`config.mk`:
```
export PLATFORM = sky130hd
export DESIGN_NAME = line_junction_classifier_top_flat
export DESIGN_NICKNAME = d
export VERILOG_FILES = /design/src/design/lj_pkg.sv /design/src/design/lj_req_if.sv /design/src/design/lj_rsp_if.sv /design/src/design/lj_csr_if.sv /design/src/design/lj_csr.sv /design/src/design/lj_core.sv /design/src/design/line_junction_classifier_top.sv /design/src/flat_wrapper.sv
export VERILOG_INCLUDE_DIRS = /design/src /design/src/design
export SDC_FILE = /design/constraint.sdc
export NUM_CORES = 1
export LEC_CHECK = 0
export BUFFER_PORTS_ARGS = -buffer_cell sky130_fd_sc_hd__buf_2
export CORE_UTILIZATION = 60
export CTS_BUF_LIST = sky130_fd_sc_hd__clkbuf_4 sky130_fd_sc_hd__clkbuf_8
export CTS_CLUSTER_SIZE = 24
export DETAILED_ROUTE_END_ITERATION = 12
export PLACE_DENSITY = 0.93
export SYNTH_ARGS = -nofsm -noshare
export SYNTH_HDL_FRONTEND = slang
export SYNTH_SLANG_ARGS = --single-unit
```
`constraint.sdc`:
```
create_clock -name clock -period 7.3 [get_ports clock]
set_clock_uncertainty 0.05 [all_clocks]
set_input_delay 0.365 -clock clock [delete_from_list [all_inputs] [get_ports clock]]
set_output_delay 0.365 -clock clock [all_outputs]
set_load 0.02 [all_outputs]
```
`src/design/assert_macros.svh`:
```
// Assertion macros shared by the line junction classifier modules.
// Needs nothing else; each macro expands to one labeled concurrent assertion.
`ifndef ASSERT_MACROS_SVH
`define ASSERT_MACROS_SVH

// Same-cycle implication, disabled while reset is high.
`define LJ_ASSERT_IMP(label, clk, rst, ante, cons) \
   label: assert property (@(posedge clk) disable iff (rst) (ante) |-> (cons)) \
      else $error("lj assertion failed");

// Next-cycle implication, disabled while reset is high.
`define LJ_ASSERT_NEXT(label, clk, rst, ante, cons) \
   label: assert property (@(posedge clk) disable iff (rst) (ante) |=> (cons)) \
      else $error("lj assertion failed");

`endif

```
`src/design/lj_pkg.sv`:
```
// Shared types and constants for the line junction classifier.
// No dependencies; every other design file but assert_macros.svh imports this package.
package lj_pkg;

   localparam int SENSOR_W   = 10;
   localparam int COUNT_W    = 16;
   localparam int DIST_W     = 15;
   localparam int CSR_IDX_W  = 2;
   localparam int CSR_DATA_W = 15;

   localparam logic [CSR_IDX_W-1:0] CSR_DARK_THRESHOLD    = 2'd0;
   localparam logic [CSR_IDX_W-1:0] CSR_JUNCTION_DISTANCE = 2'd1;
   localparam logic [CSR_IDX_W-1:0] CSR_LOST_DISTANCE     = 2'd2;

   localparam logic [SENSOR_W-1:0] DARK_THRESHOLD_RST    = 10'd400;
   localparam logic [DIST_W-1:0]   JUNCTION_DISTANCE_RST = 15'd80;
   localparam logic [DIST_W-1:0]   LOST_DISTANCE_RST     = 15'd0;

   typedef enum logic [1:0] {
      MODE_FOLLOW   = 2'd0,
      MODE_JUNCTION = 2'd1,
      MODE_LOST     = 2'd2
   } mode_type;

   typedef enum logic [2:0] {
      EV_CROSSROAD  = 3'd0,
      EV_T_HEAD_ON  = 3'd1,
      EV_T_LEFT     = 3'd2,
      EV_T_RIGHT    = 3'd3,
      EV_TURN_LEFT  = 3'd4,
      EV_TURN_RIGHT = 3'd5,
      EV_LINE_ENDED = 3'd6
   } event_code_type;

   typedef struct packed {
      logic [SENSOR_W-1:0]        sensor_left_outer;
      logic [SENSOR_W-1:0]        sensor_center_left;
      logic [SENSOR_W-1:0]        sensor_center;
      logic [SENSOR_W-1:0]        sensor_center_right;
      logic [SENSOR_W-1:0]        sensor_right_outer;
      logic signed [COUNT_W-1:0]  left_wheel_count;
      logic signed [COUNT_W-1:0]  right_wheel_count;
   } sample_type;

   typedef struct packed {
      logic           event_valid;
      event_code_type event_code;
      mode_type       current_mode;
   } result_type;

   typedef struct packed {
      logic [SENSOR_W-1:0] dark_threshold;
      logic [DIST_W-1:0]   junction_distance;
      logic [DIST_W-1:0]   lost_distance;
   } cfg_type;

endpackage

```
`src/design/lj_req_if.sv`:
```
// Input channel: one sensor sample per beat.
// Depends on lj_pkg for field widths.
interface lj_req_if;
   import lj_pkg::*;

   logic                       valid;
   logic                       ready;
   logic [SENSOR_W-1:0]        sensor_left_outer;
   logic [SENSOR_W-1:0]        sensor_center_left;
   logic [SENSOR_W-1:0]        sensor_center;
   logic [SENSOR_W-1:0]        sensor_center_right;
   logic [SENSOR_W-1:0]        sensor_right_outer;
   logic signed [COUNT_W-1:0]  left_wheel_count;
   logic signed [COUNT_W-1:0]  right_wheel_count;

   modport source (
      output valid, sensor_left_outer, sensor_center_left, sensor_center,
             sensor_center_right, sensor_right_outer, left_wheel_count,
             right_wheel_count,
      input  ready
   );

   modport sink (
      input  valid, sensor_left_outer, sensor_center_left, sensor_center,
             sensor_center_right, sensor_right_outer, left_wheel_count,
             right_wheel_count,
      output ready
   );
endinterface

```
`src/design/lj_rsp_if.sv`:
```
// Result channel: one classification result per beat.
// Depends on lj_pkg for field widths.
interface lj_rsp_if;
   import lj_pkg::*;

   logic       valid;
   logic       ready;
   logic       event_valid;
   logic [2:0] event_code;
   logic [1:0] current_mode;

   modport source (
      output valid, event_valid, event_code, current_mode,
      input  ready
   );

   modport sink (
      input  valid, event_valid, event_code, current_mode,
      output ready
   );
endinterface

```
`src/design/lj_csr_if.sv`:
```
// Configuration write channel: register index and write data per beat.
// Depends on lj_pkg for field widths.
interface lj_csr_if;
   import lj_pkg::*;

   logic                  valid;
   logic                  ready;
   logic [CSR_IDX_W-1:0]  index;
   logic [CSR_DATA_W-1:0] data;

   modport source (
      output valid, index, data,
      input  ready
   );

   modport sink (
      input  valid, index, data,
      output ready
   );
endinterface

```
`src/design/lj_csr.sv`:
```
// Configuration registers: threshold and the two distance limits.
// Depends on lj_pkg and lj_csr_if.
module lj_csr (
   input  logic           clock,
   input  logic           reset,
   lj_csr_if.sink         csr_ch,
   output lj_pkg::cfg_type cfg_o
);
   import lj_pkg::*;

   cfg_type cfg_ff;
   cfg_type cfg_in;
   logic    write;

   assign csr_ch.ready = 1'b1;
   assign write        = csr_ch.valid;

   always_comb begin
      cfg_in = cfg_ff;
      if (write) begin
         case (csr_ch.index)
            CSR_DARK_THRESHOLD:    cfg_in.dark_threshold    = csr_ch.data[SENSOR_W-1:0];
            CSR_JUNCTION_DISTANCE: cfg_in.junction_distance = csr_ch.data[DIST_W-1:0];
            CSR_LOST_DISTANCE:     cfg_in.lost_distance     = csr_ch.data[DIST_W-1:0];
            default:               cfg_in = cfg_ff;
         endcase
      end
   end

   always_ff @(posedge clock) begin
      if (reset) begin
         cfg_ff.dark_threshold    <= DARK_THRESHOLD_RST;
         cfg_ff.junction_distance <= JUNCTION_DISTANCE_RST;
         cfg_ff.lost_distance     <= LOST_DISTANCE_RST;
      end else begin
         cfg_ff <= cfg_in;
      end
   end

   assign cfg_o = cfg_ff;
endmodule

```
`src/design/lj_core.sv`:
```
// Mode machine and classification logic for one registered sample.
// Depends on lj_pkg and assert_macros.svh.
`include "assert_macros.svh"

module lj_core (
   input  logic                clock,
   input  logic                reset,
   input  logic                advance_i,
   input  lj_pkg::sample_type  sample_i,
   input  lj_pkg::cfg_type     cfg_i,
   output lj_pkg::result_type  result_o
);
   import lj_pkg::*;

   mode_type            mode_ff, mode_in;
   logic                left_seen_ff, left_seen_in;
   logic                right_seen_ff, right_seen_in;
   logic [COUNT_W-1:0]  left_base_ff, left_base_in;
   logic [COUNT_W-1:0]  right_base_ff, right_base_in;

   logic [SENSOR_W-1:0] mid_a, mid;
   logic                lo, ro, md;
   logic [COUNT_W-1:0]  left_travel, right_travel, travel_max;
   logic                junction_reached, lost_reached;
   logic                ev_valid;
   event_code_type      ev_code;

   // Magnitude of the wrapped 16-bit difference; 0x8000 reads as 32768.
   function automatic logic [COUNT_W-1:0] wheel_travel(
      input logic [COUNT_W-1:0] cnt,
      input logic [COUNT_W-1:0] base
   );
      logic [COUNT_W-1:0] d;
      d = cnt - base;
      wheel_travel = d[COUNT_W-1] ? (~d + 1'b1) : d;
   endfunction

   always_comb begin
      mid_a = (sample_i.sensor_center > sample_i.sensor_center_left) ?
              sample_i.sensor_center : sample_i.sensor_center_left;
      mid   = (sample_i.sensor_center_right > mid_a) ? sample_i.sensor_center_right : mid_a;
      lo    = sample_i.sensor_left_outer > cfg_i.dark_threshold;
      ro    = sample_i.sensor_right_outer > cfg_i.dark_threshold;
      md    = mid > cfg_i.dark_threshold;

      left_travel  = wheel_travel(sample_i.left_wheel_count, left_base_ff);
      right_travel = wheel_travel(sample_i.right_wheel_count, right_base_ff);
      travel_max   = (left_travel > right_travel) ? left_travel : right_travel;
      junction_reached = travel_max >= {1'b0, cfg_i.junction_distance};
      lost_reached     = travel_max >= {1'b0, cfg_i.lost_distance};
   end

   always_comb begin
      mode_in       = mode_ff;
      left_seen_in  = left_seen_ff;
      right_seen_in = right_seen_ff;
      left_base_in  = left_base_ff;
      right_base_in = right_base_ff;
      ev_valid      = 1'b0;
      ev_code       = EV_CROSSROAD;

      case (mode_ff)
         MODE_JUNCTION: begin
            if (junction_reached) begin
               mode_in = MODE_FOLLOW;
               if (left_seen_ff || right_seen_ff) begin
                  ev_valid = 1'b1;
                  if (left_seen_ff && right_seen_ff) begin
                     ev_code = md ? EV_CROSSROAD : EV_T_HEAD_ON;
                  end else if (left_seen_ff) begin
                     ev_code = md ? EV_T_LEFT : EV_TURN_LEFT;
                  end else begin
                     ev_code = md ? EV_T_RIGHT : EV_TURN_RIGHT;
                  end
               end
            end else begin
               left_seen_in  = left_seen_ff | lo;
               right_seen_in = right_seen_ff | ro;
            end
         end
         MODE_LOST: begin
            if (md || lo || ro) begin
               mode_in = MODE_FOLLOW;
            end else if (lost_reached) begin
               mode_in  = MODE_FOLLOW;
               ev_valid = 1'b1;
               ev_code  = EV_LINE_ENDED;
            end
         end
         default: begin
            // Following, and the unused code treated the same way.
            mode_in = MODE_FOLLOW;
            if (lo || ro) begin
               mode_in       = MODE_JUNCTION;
               left_seen_in  = lo;
               right_seen_in = ro;
               left_base_in  = sample_i.left_wheel_count;
               right_base_in = sample_i.right_wheel_count;
            end else if (!md) begin
               mode_in       = MODE_LOST;
               left_base_in  = sample_i.left_wheel_count;
               right_base_in = sample_i.right_wheel_count;
            end
         end
      endcase
   end

   always_ff @(posedge clock) begin
      if (reset) begin
         mode_ff       <= MODE_FOLLOW;
         left_seen_ff  <= 1'b0;
         right_seen_ff <= 1'b0;
         left_base_ff  <= '0;
         right_base_ff <= '0;
      end else if (advance_i) begin
         mode_ff       <= mode_in;
         left_seen_ff  <= left_seen_in;
         right_seen_ff <= right_seen_in;
         left_base_ff  <= left_base_in;
         right_base_ff <= right_base_in;
      end
   end

   assign result_o.event_valid  = ev_valid;
   assign result_o.event_code   = ev_code;
   assign result_o.current_mode = mode_in;

   `LJ_ASSERT_NEXT(a_event_returns_follow, clock, reset, advance_i && ev_valid, mode_ff == MODE_FOLLOW)
   `LJ_ASSERT_IMP(a_junction_has_side, clock, reset, mode_ff == MODE_JUNCTION, left_seen_ff || right_seen_ff)
   `LJ_ASSERT_NEXT(a_state_holds_idle, clock, reset, !advance_i, $stable(mode_ff) && $stable(left_base_ff))
endmodule

```
`src/design/line_junction_classifier_top.sv`:
```
// Top level of the line junction classifier: sample register, core, result register.
// Depends on lj_pkg, the three channel interfaces, lj_csr, lj_core, assert_macros.svh.
//
//   channel   direction  beat
//   req_ch    in         five sensor readings, two wheel counts
//   rsp_ch    out        event_valid, event_code, current_mode
//   csr_ch    in         register index, write data (always ready)
//
// One sample per cycle sustained while rsp takes each result without stalling.
// The sample register feeds the mode logic, whose result lands in the result register.
// Reset is synchronous, active high; it restores register defaults and following mode.
// A stalled rsp holds the result; the sample register still takes a beat while empty
// or while its sample moves on in the same cycle.
`include "assert_macros.svh"

module line_junction_classifier_top (
   input logic     clock,
   input logic     reset,
   lj_req_if.sink  req_ch,
   lj_rsp_if.source rsp_ch,
   lj_csr_if.sink  csr_ch
);
   import lj_pkg::*;

   logic       in_valid_ff;
   sample_type sample_ff;
   logic       out_valid_ff;
   result_type result_ff;
   result_type result_in;
   cfg_type    cfg;
   logic       advance;
   logic       req_take;
   logic       rsp_take;

   assign rsp_take     = out_valid_ff && rsp_ch.ready;
   assign advance      = in_valid_ff && (!out_valid_ff || rsp_ch.ready);
   assign req_ch.ready = !in_valid_ff || advance;
   assign req_take     = req_ch.valid && req_ch.ready;

   lj_csr u_csr (
      .clock  (clock),
      .reset  (reset),
      .csr_ch (csr_ch),
      .cfg_o  (cfg)
   );

   lj_core u_core (
      .clock     (clock),
      .reset     (reset),
      .advance_i (advance),
      .sample_i  (sample_ff),
      .cfg_i     (cfg),
      .result_o  (result_in)
   );

   always_ff @(posedge clock) begin
      if (reset) begin
         in_valid_ff  <= 1'b0;
         out_valid_ff <= 1'b0;
      end else begin
         if (req_take) begin
            in_valid_ff <= 1'b1;
         end else if (advance) begin
            in_valid_ff <= 1'b0;
         end
         if (advance) begin
            out_valid_ff <= 1'b1;
         end else if (rsp_take) begin
            out_valid_ff <= 1'b0;
         end
      end
   end

   always_ff @(posedge clock) begin
      if (req_take) begin
         sample_ff.sensor_left_outer   <= req_ch.sensor_left_outer;
         sample_ff.sensor_center_left  <= req_ch.sensor_center_left;
         sample_ff.sensor_center       <= req_ch.sensor_center;
         sample_ff.sensor_center_right <= req_ch.sensor_center_right;
         sample_ff.sensor_right_outer  <= req_ch.sensor_right_outer;
         sample_ff.left_wheel_count    <= req_ch.left_wheel_count;
         sample_ff.right_wheel_count   <= req_ch.right_wheel_count;
      end
      if (advance) begin
         result_ff <= result_in;
      end
   end

   assign rsp_ch.valid        = out_valid_ff;
   assign rsp_ch.event_valid  = result_ff.event_valid;
   assign rsp_ch.event_code   = result_ff.event_code;
   assign rsp_ch.current_mode = result_ff.current_mode;

   `LJ_ASSERT_NEXT(a_sample_held, clock, reset, in_valid_ff && !advance, in_valid_ff && $stable(sample_ff))
   `LJ_ASSERT_NEXT(a_result_drains, clock, reset, rsp_take && !advance, !out_valid_ff)
endmodule

```
`src/flat_wrapper.sv`:
```
// flat-port wrapper written by rule: the top's interface ports become plain ports
module line_junction_classifier_top_flat import lj_pkg::*;
  (clock, reset, req_ch_valid, req_ch_sensor_left_outer, req_ch_sensor_center_left, req_ch_sensor_center, req_ch_sensor_center_right, req_ch_sensor_right_outer, req_ch_left_wheel_count, req_ch_right_wheel_count, req_ch_ready, rsp_ch_valid, rsp_ch_event_valid, rsp_ch_event_code, rsp_ch_current_mode, rsp_ch_ready, csr_ch_valid, csr_ch_index, csr_ch_data, csr_ch_ready);
  lj_req_if req_ch_i ();
  lj_rsp_if rsp_ch_i ();
  lj_csr_if csr_ch_i ();
  input logic clock;
  input logic reset;
  input wire logic [$bits(req_ch_i.valid)-1:0] req_ch_valid;
  input wire logic [$bits(req_ch_i.sensor_left_outer)-1:0] req_ch_sensor_left_outer;
  input wire logic [$bits(req_ch_i.sensor_center_left)-1:0] req_ch_sensor_center_left;
  input wire logic [$bits(req_ch_i.sensor_center)-1:0] req_ch_sensor_center;
  input wire logic [$bits(req_ch_i.sensor_center_right)-1:0] req_ch_sensor_center_right;
  input wire logic [$bits(req_ch_i.sensor_right_outer)-1:0] req_ch_sensor_right_outer;
  input wire logic [$bits(req_ch_i.left_wheel_count)-1:0] req_ch_left_wheel_count;
  input wire logic [$bits(req_ch_i.right_wheel_count)-1:0] req_ch_right_wheel_count;
  output wire logic [$bits(req_ch_i.ready)-1:0] req_ch_ready;
  output wire logic [$bits(rsp_ch_i.valid)-1:0] rsp_ch_valid;
  output wire logic [$bits(rsp_ch_i.event_valid)-1:0] rsp_ch_event_valid;
  output wire logic [$bits(rsp_ch_i.event_code)-1:0] rsp_ch_event_code;
  output wire logic [$bits(rsp_ch_i.current_mode)-1:0] rsp_ch_current_mode;
  input wire logic [$bits(rsp_ch_i.ready)-1:0] rsp_ch_ready;
  input wire logic [$bits(csr_ch_i.valid)-1:0] csr_ch_valid;
  input wire logic [$bits(csr_ch_i.index)-1:0] csr_ch_index;
  input wire logic [$bits(csr_ch_i.data)-1:0] csr_ch_data;
  output wire logic [$bits(csr_ch_i.ready)-1:0] csr_ch_ready;
  assign req_ch_i.valid = req_ch_valid;
  assign req_ch_i.sensor_left_outer = req_ch_sensor_left_outer;
  assign req_ch_i.sensor_center_left = req_ch_sensor_center_left;
  assign req_ch_i.sensor_center = req_ch_sensor_center;
  assign req_ch_i.sensor_center_right = req_ch_sensor_center_right;
  assign req_ch_i.sensor_right_outer = req_ch_sensor_right_outer;
  assign req_ch_i.left_wheel_count = req_ch_left_wheel_count;
  assign req_ch_i.right_wheel_count = req_ch_right_wheel_count;
  assign req_ch_ready = req_ch_i.ready;
  assign rsp_ch_valid = rsp_ch_i.valid;
  assign rsp_ch_event_valid = rsp_ch_i.event_valid;
  assign rsp_ch_event_code = rsp_ch_i.event_code;
  assign rsp_ch_current_mode = rsp_ch_i.current_mode;
  assign rsp_ch_i.ready = rsp_ch_ready;
  assign csr_ch_i.valid = csr_ch_valid;
  assign csr_ch_i.index = csr_ch_index;
  assign csr_ch_i.data = csr_ch_data;
  assign csr_ch_ready = csr_ch_i.ready;
  line_junction_classifier_top u_core (.clock(clock), .reset(reset), .req_ch(req_ch_i), .rsp_ch(rsp_ch_i), .csr_ch(csr_ch_i));
endmodule
```
Yosys cells after proc, flatten, opt, wreduce, memory -nomap -nowiden
Cells that the tools add are included.

word-level totals
  bits in registers = 166
  latch bits = 0
  RAM bits = 0
  ROM bits = 0
  input bits = 104
  output and inout port bits = 9
  memories = 0

cells by class
  add/subtract/negate cells = 4
  multipliers = 0
  div/mod/pow operators = 0
  magnitude comparators = 8
  equal/unequal tests = 6
  shifts and indexed selects = 0
  mux-type cells = 40
  bitwise operators = 6
  reductions and logical operators = 22

operators by type and width
  kind                                                 count
  two-way mux 16 bit                                   7
  > comparator 10 bit                                  5
  adder 16 x 1 -> 16 bit, second input constant        2
  greater-or-equal comparator 16 x 15 -> 1 bit         2
  NOT 16 bit                                           2
  subtractor 16 bit                                    2
  two-way mux 3 bit                                    8
  two-way mux 10 bit                                   2
  > comparator 16 bit                                  1
  two-way mux 1 bit                                    13
  two-way mux 2 bit                                    5
  logical OR 1 bit                                     6
  case mux 1 bit (2 select lines)                      3
  case mux 3 bit (2 select lines)                      1
  AND reduction 2 bit                                  3
  nonzero test 2 bit                                   3
  equality test 2 x 1 -> 1 bit, second input constant  2
  equality test 2 bit, second input constant           2
  logical AND 1 bit                                    4
  case mux 2 bit (2 select lines)                      1
  AND reduction 4 bit                                  1
  AND reduction 3 bit                                  1
  logical NOT 1 bit                                    2
  logical NOT 2 bit                                    1
  5 further kinds                                      7

Longest topological paths before layout
  depth after elaboration = 11
  gate-level depth with buffers = 31
  gate-level depth less buffers = 30

Hierarchy
Synthesis repeated with hierarchy kept, for this count alone.

unflattened totals
  cell total of the unflattened synthesis = 1188
  area total of the unflattened synthesis = 11140.7 µm²

modules (own cells, without submodules)
  module                        instances  cells an instance  area an instance (µm²)  seq. area each (µm²)
  lj_core                       1          933                6727.7                  720.7
  line_junction_classifier_top  1          98                 2746.4                  2682.6
  lj_csr                        1          157                1666.6                  800.8

Worst setup path after synthesis
OpenSTA, ideal clock, no wires.

  kind = reg-to-reg
  from = reg u_core.sample_ff[16] (netlist name)
  to = reg u_core.u_core.mode_ff[1]
  library setup time = 0.095 ns
  arrival time = 6.287 ns
  required time = 7.155 ns
  setup slack = 0.868 ns
  stages on the path, launching flop included = 30
  buffers on the path = 1
  clock period less this slack = 6.432 ns
  path through = edfxtp_1 -> inv_1 -> ha_1 -> inv_1 -> fa_1 -> a21o_1 -> a221oi_2 -> o211ai_2 -> xor2_1 -> or3b_1 -> and4bb_2 -> nor2_1 -> xor2_1 -> inv_1 -> ha_1 -> a21o_1 -> a21o_1 -> a211oi_1 -> a22o_1 -> clkbuf_1 -> mux2i_1 -> ha_1 -> nand4_1 -> nor2_1 -> a2111oi_0 -> nand2_1 -> o32ai_1 -> nor4bb_1 -> o21ai_0 -> a221oi_1

on the way
  word-level cells in the longest chain between the ends = 10
  elaborated cells between the ends (all ways) = 12
  those cells by class = 2 x add/sub; 3 x order compare; 6 x mux; 1 x bitwise

RTL lines
  element                                       line                                source
  from (decl)                                   line_junction_classifier_top.sv:26  sample_type sample_ff;
  subtractor 16 bit *                           lj_core.sv:34                       d = cnt - base;
  NOT 16 bit                                    lj_core.sv:35                       wheel_travel = d[COUNT_W-1] ? (~d + 1'b1) : d;
  adder 16 x 1 -> 16 bit                        lj_core.sv:35
  two-way mux 16 bit *                          lj_core.sv:35
  > comparator 16 bit                           lj_core.sv:48                       travel_max = (left_travel > right_travel) ? left_travel : right_travel;
  two-way mux 16 bit *                          lj_core.sv:48
  greater-or-equal comparator 16 x 15 -> 1 bit  lj_core.sv:50                       lost_reached = travel_max >= {1'b0, cfg_i.lost_distance};
  two-way mux 2 bit                             lj_core.sv:84                       end else if (lost_reached) begin
  two-way mux 2 bit                             lj_core.sv:82                       if (md || lo || ro) begin
  case mux 2 bit (2 select lines) *             lj_core.sv:62                       case (mode_ff)
  to (signal assigned)                          lj_core.sv:116                      mode_ff <= mode_in;
  to (decl)                                     lj_core.sv:15                       mode_type mode_ff, mode_in;

Every way passes the cells marked *; elsewhere a longest branch is shown, timed or not.
A chain may end at the register's enable or synchronous reset.

Worst setup path in the final report
  from = reg u_core.sample_ff[67] (netlist name)
  to = reg u_core.u_core.right_base_ff[12]

on the way
  word-level cells in the longest chain between the ends = 7

RTL lines
  element                                    line            source
  > comparator 10 bit                        lj_core.sv:39   mid_a = (sample_i.sensor_center > sample_i.sensor_center_left) ?
  two-way mux 10 bit *                       lj_core.sv:39
  > comparator 10 bit                        lj_core.sv:41   mid = (sample_i.sensor_center_right > mid_a) ? sample_i.sensor_center_right : mid_a;
  two-way mux 10 bit *                       lj_core.sv:41
  > comparator 10 bit *                      lj_core.sv:44   md = mid > cfg_i.dark_threshold;
  != test 2 x 1 -> 1 bit (no source line) *  --
  AND reduction 3 bit (no source line) *     --
  to (signal assigned)                       lj_core.sv:120  right_base_ff <= right_base_in;
  to (decl)                                  lj_core.sv:19   logic [COUNT_W-1:0] right_base_ff, right_base_in;

Marked as above.

==> impl_metrics.yaml <==
sta:
  finalCriticalPeriod_ns: 6.988
  setup_viol: 0
  max_slew_margin_pct: 24.44
  holdWs_ns: 0.008687
  tns_ns: 0
  fmax_ghz: 0.1431
  worstMarginPinSlew_ns: 1.133
  slew_viol_final: 0
  layout_worst_path_cycle_share_pct: 95.73
  hold_viol: 0
logic_synthesis:
  yosysUniqueCellTypes: 82
  synthCells: 1157
  synth-edff-count: 88
  synth_top_area_cell: "edfxtp_1"
  synthXorXnorAreaFrac_pct: 3.902
  ys_warn_count: 0
  synth_flop_cell: "edfxtp_1"
  postSynthAreaPerCell_sq_um: 9.313
  yosys-top-cells-area: "edfxtp_1 (25%), ha_1 (15%), dfxtp_1 (14%)"
  netlist_area_sq_mm: 0.01078
  ys_seq_area_share_pct: 39.02
  async_flop_share_pct: 0
  synth_top_family_by_area: "compound AO/OA/AOI/OAI gates"
  synthMuxAreaShare_pct: 5.608
  syn_nets: 1393
  synthSimpleGateAreaFrac_pct: 14.75
  synth-compound-area-share_pct: 15.71
  synth_top_area_share_pct: 24.52
  ys_ff_latch: 166
  synth_fa_ha_area_share_pct: 15.47
cells_and_area:
  drive_gt1_share_pct: 13.20
  antenna_cells: 0
  area_growth_pct: 17.31
  multi_input_area_sq_mm: 0.006013
  nNetsFinal: 1564
  area.sequential_sq_mm: 0.004204
  design_area_sq_mm: 0.01264
  final_util_pct: 72.58
  nFillCells: 1227
clock_network:
  cts_tree: "done"
  cts_buffers: 17
  clk_pin_slew_worst_paths_ns: 0.11
  cts_root_buf: "clkbuf_8"
  clk_latency_ns: 0.51
  cts.sinks: 166
  cts_max_level: 4
  clockBufferDepth: 2
critical_path:
  reg2reg_slack_ns: 0.31
  worstReg2RegEnd: "u_core.u_core.right_base_ff[12]"
  cp_max_fo: 32
  critPathCaptureType: "flop"
  path_buf_inv: 5
  timing_worst_setup_path_type: "reg2reg"
  max_stage_delay_ns: 0.60
  cp-start-kind: "flop"
  worstPathRequired_ns: 7.59
  critPathArrivalTime_ns: 7.28
  path_delay_family: "compound AO/OA/AOI/OAI gates"
  slowest_stage: "a31oi_1"
  r2r_start: "u_core.sample_ff[67]"
  reg2regPathDepth: 31
floorplanning:
  die_w_microns: 136.0
  die_area_sq_mm: 0.01850
  start_util_pct: 61.87
  core_area_sq_mm: 0.01742
  rows: 48
  die_height_microns: 136.0
  io_pins: 113
drt:
  num_vias: 9325
  drt-wirelength-per-cell_microns: 17.66
  drc: 0
  dr.pass1.iters: 6
  ant_nets: 0
  drt-initial-drc-count: 678
  drt-total-wl_mm: 27.66
  vias_per_cell: 5.955
place:
  postPlaceCellArea_sq_mm: 0.01152
  hpwl_mm: 17.66
  gp_congestion: 0.9037
  port_buffers: 111
global_routing:
  grt_pass1_vias: 9268
  antenna_found_initial: 0
  grt_max_degree: 83
  grt_pass1_wl_mm: 43.52
  overflow: 0
  grtUsageTotal_pct: 30.24
status:
  status: "completed"
min_path:
  hold_depth: 1
  worstHoldStart: "req_ch_right_wheel_count[9]"
  worstHoldEndpoint: "u_core.sample_ff[9]"
  hold_class: "in2reg"
power:
  ir_worst_vdd_uv: 210.2
  powerDensity_mw_per_mm2: 258.9
  p_leak_uw: 0.005281
flow_run:
  maxCapViolations: 0
## sequential cells by signal (all words and copies together) (netlist names)
register	count
u_core.u_csr.cfg_o	40
u_core.rsp_ch.event_code	3
u_core.in_valid_ff	1
u_core.u_core.left_base_ff	16
u_core.u_core.left_seen_ff	1
u_core.rsp_ch.event_valid	1
u_core.u_core.mode_ff	2
u_core.u_core.right_seen_ff	1
u_core.rsp_ch.current_mode	2
u_core.u_core.right_base_ff	16
u_core.sample_ff	82
u_core.rsp_ch.valid	1
## stage by stage
stage	total power (uW)	setup slack, ns	instances
finish	3272	0.3117	1566
global route	3500	-0.06585	1566
CTS	3208	0.3133	1552
detailed placement	2527	0.3329	1464
global placement	2463	0.7182	1464
floorplan	2154	0.8681	1157
## logic make-up (layout without fill, tap and decap cells)
group / Yosys count / count (layout)
xor+xnor: 48 / 48
mux: 60 / 60
simple gates: 339 / 339
buf+inv: 151 / 335
flops: 166 / 166
fa+ha+maj: 132 / 132
other cells: 1 / 1
compound gates: 260 / 260
## synthesized netlist by cell type, drive strengths merged, types with 3 or more instances
master / n
mux2i: 57
and3b: 3
o2111ai: 4
and2: 7
a2111oi: 3
nand2b: 15
xnor2: 21
and3: 6
a31oi: 3
o21ai: 44
or2: 3
a21o: 24
nor3: 16
nand2: 115
a221oi: 3
nor2b: 17
o21bai: 5
or3b: 3
nor2: 101
buf: 12
edfxtp: 88
a21oi: 99
a21boi: 4
o41ai: 4
inv: 111
ha: 130
o31ai: 5
nand3b: 3
a211oi: 9
clkbuf: 28
nand4: 18
o21a: 10
mux2: 3
o211ai: 12
a211o: 7
dfxtp: 78
xor2: 27
nand3: 20
## layout make-up
cell class                 instances  share of cell area (%)
tap                              225                   2.227
timing repair buffer             192                   10.57
clock buffer                      17                   1.851
multi-input combinational        840                   47.57
inverter                         111                   3.296
clock inverter                    15                   1.227
sequential                       166                   33.26
## power by group
group	switching (uW)	internal, uW
combinational	885	656
clock	409	255
sequential	29.1	1040
total	1320	1950
## per-layer routing
layer  vias to the layer above  routed length (microns)  part of all wire, %  GRT usage [%]
met5                         -                        0                    0              0
met4                         0                     1259                  4.6          16.79
met3                       110                     1702                  6.2          6.264
met2                       405                    13840                   50          54.29
met1                      4352                    10860                   39          33.04
li1                       4458                        -                    -              -
## worst max-delay path by stage
stage | start | endpoint | slack, ns | depth (start not counted)
after detailed placement | u_core.sample_ff[0] | u_core.u_core.mode_ff[1] | 0.33 | 28
final | u_core.sample_ff[67] | u_core.u_core.right_base_ff[12] | 0.31 | 31
after floorplan | u_core.sample_ff[16] | u_core.u_core.mode_ff[1] | 0.87 | 29
after global placement | u_core.sample_ff[16] | u_core.rsp_ch.event_valid | 0.72 | 28
after global routing | u_core.sample_ff[69] | u_core.u_core.left_base_ff[8] | -0.07 | 31
after CTS | u_core.sample_ff[0] | u_core.u_core.mode_ff[1] | 0.31 | 28
## placed cells by master, fill, tap and decap left out, types with 6 or more instances in the layout
| cell type | instances |
|---|---|
| nand2_1 | 115 |
| and3_1 | 6 |
| clkbuf_8 | 17 |
| and2_1 | 6 |
| edfxtp_1 | 88 |
| xnor2_1 | 21 |
| nand2b_1 | 15 |
| a21o_1 | 24 |
| buf_2 | 111 |
| dlygate4sd3_1 | 69 |
| inv_1 | 111 |
| nand3_1 | 20 |
| o21a_1 | 10 |
| nor3_1 | 15 |
| dfxtp_1 | 78 |
| xor2_1 | 27 |
| a21oi_1 | 99 |
| nor2_1 | 101 |
| a211oi_1 | 8 |
| o21ai_0 | 41 |
| o211ai_1 | 11 |
| nand4_1 | 18 |
| buf_4 | 12 |
| ha_1 | 130 |
| mux2i_1 | 57 |
| nor2b_1 | 17 |
| a211o_1 | 7 |
## repair_timing
action	4_1_cts	5_1_grt
setup buffers	0	1
gates resized for setup	0	4
endpoints found under the setup margin	0	8
hold buffers	56	13
hold endpoints to repair	56	13
Note: power is estimated with default switching activity, not from simulation.
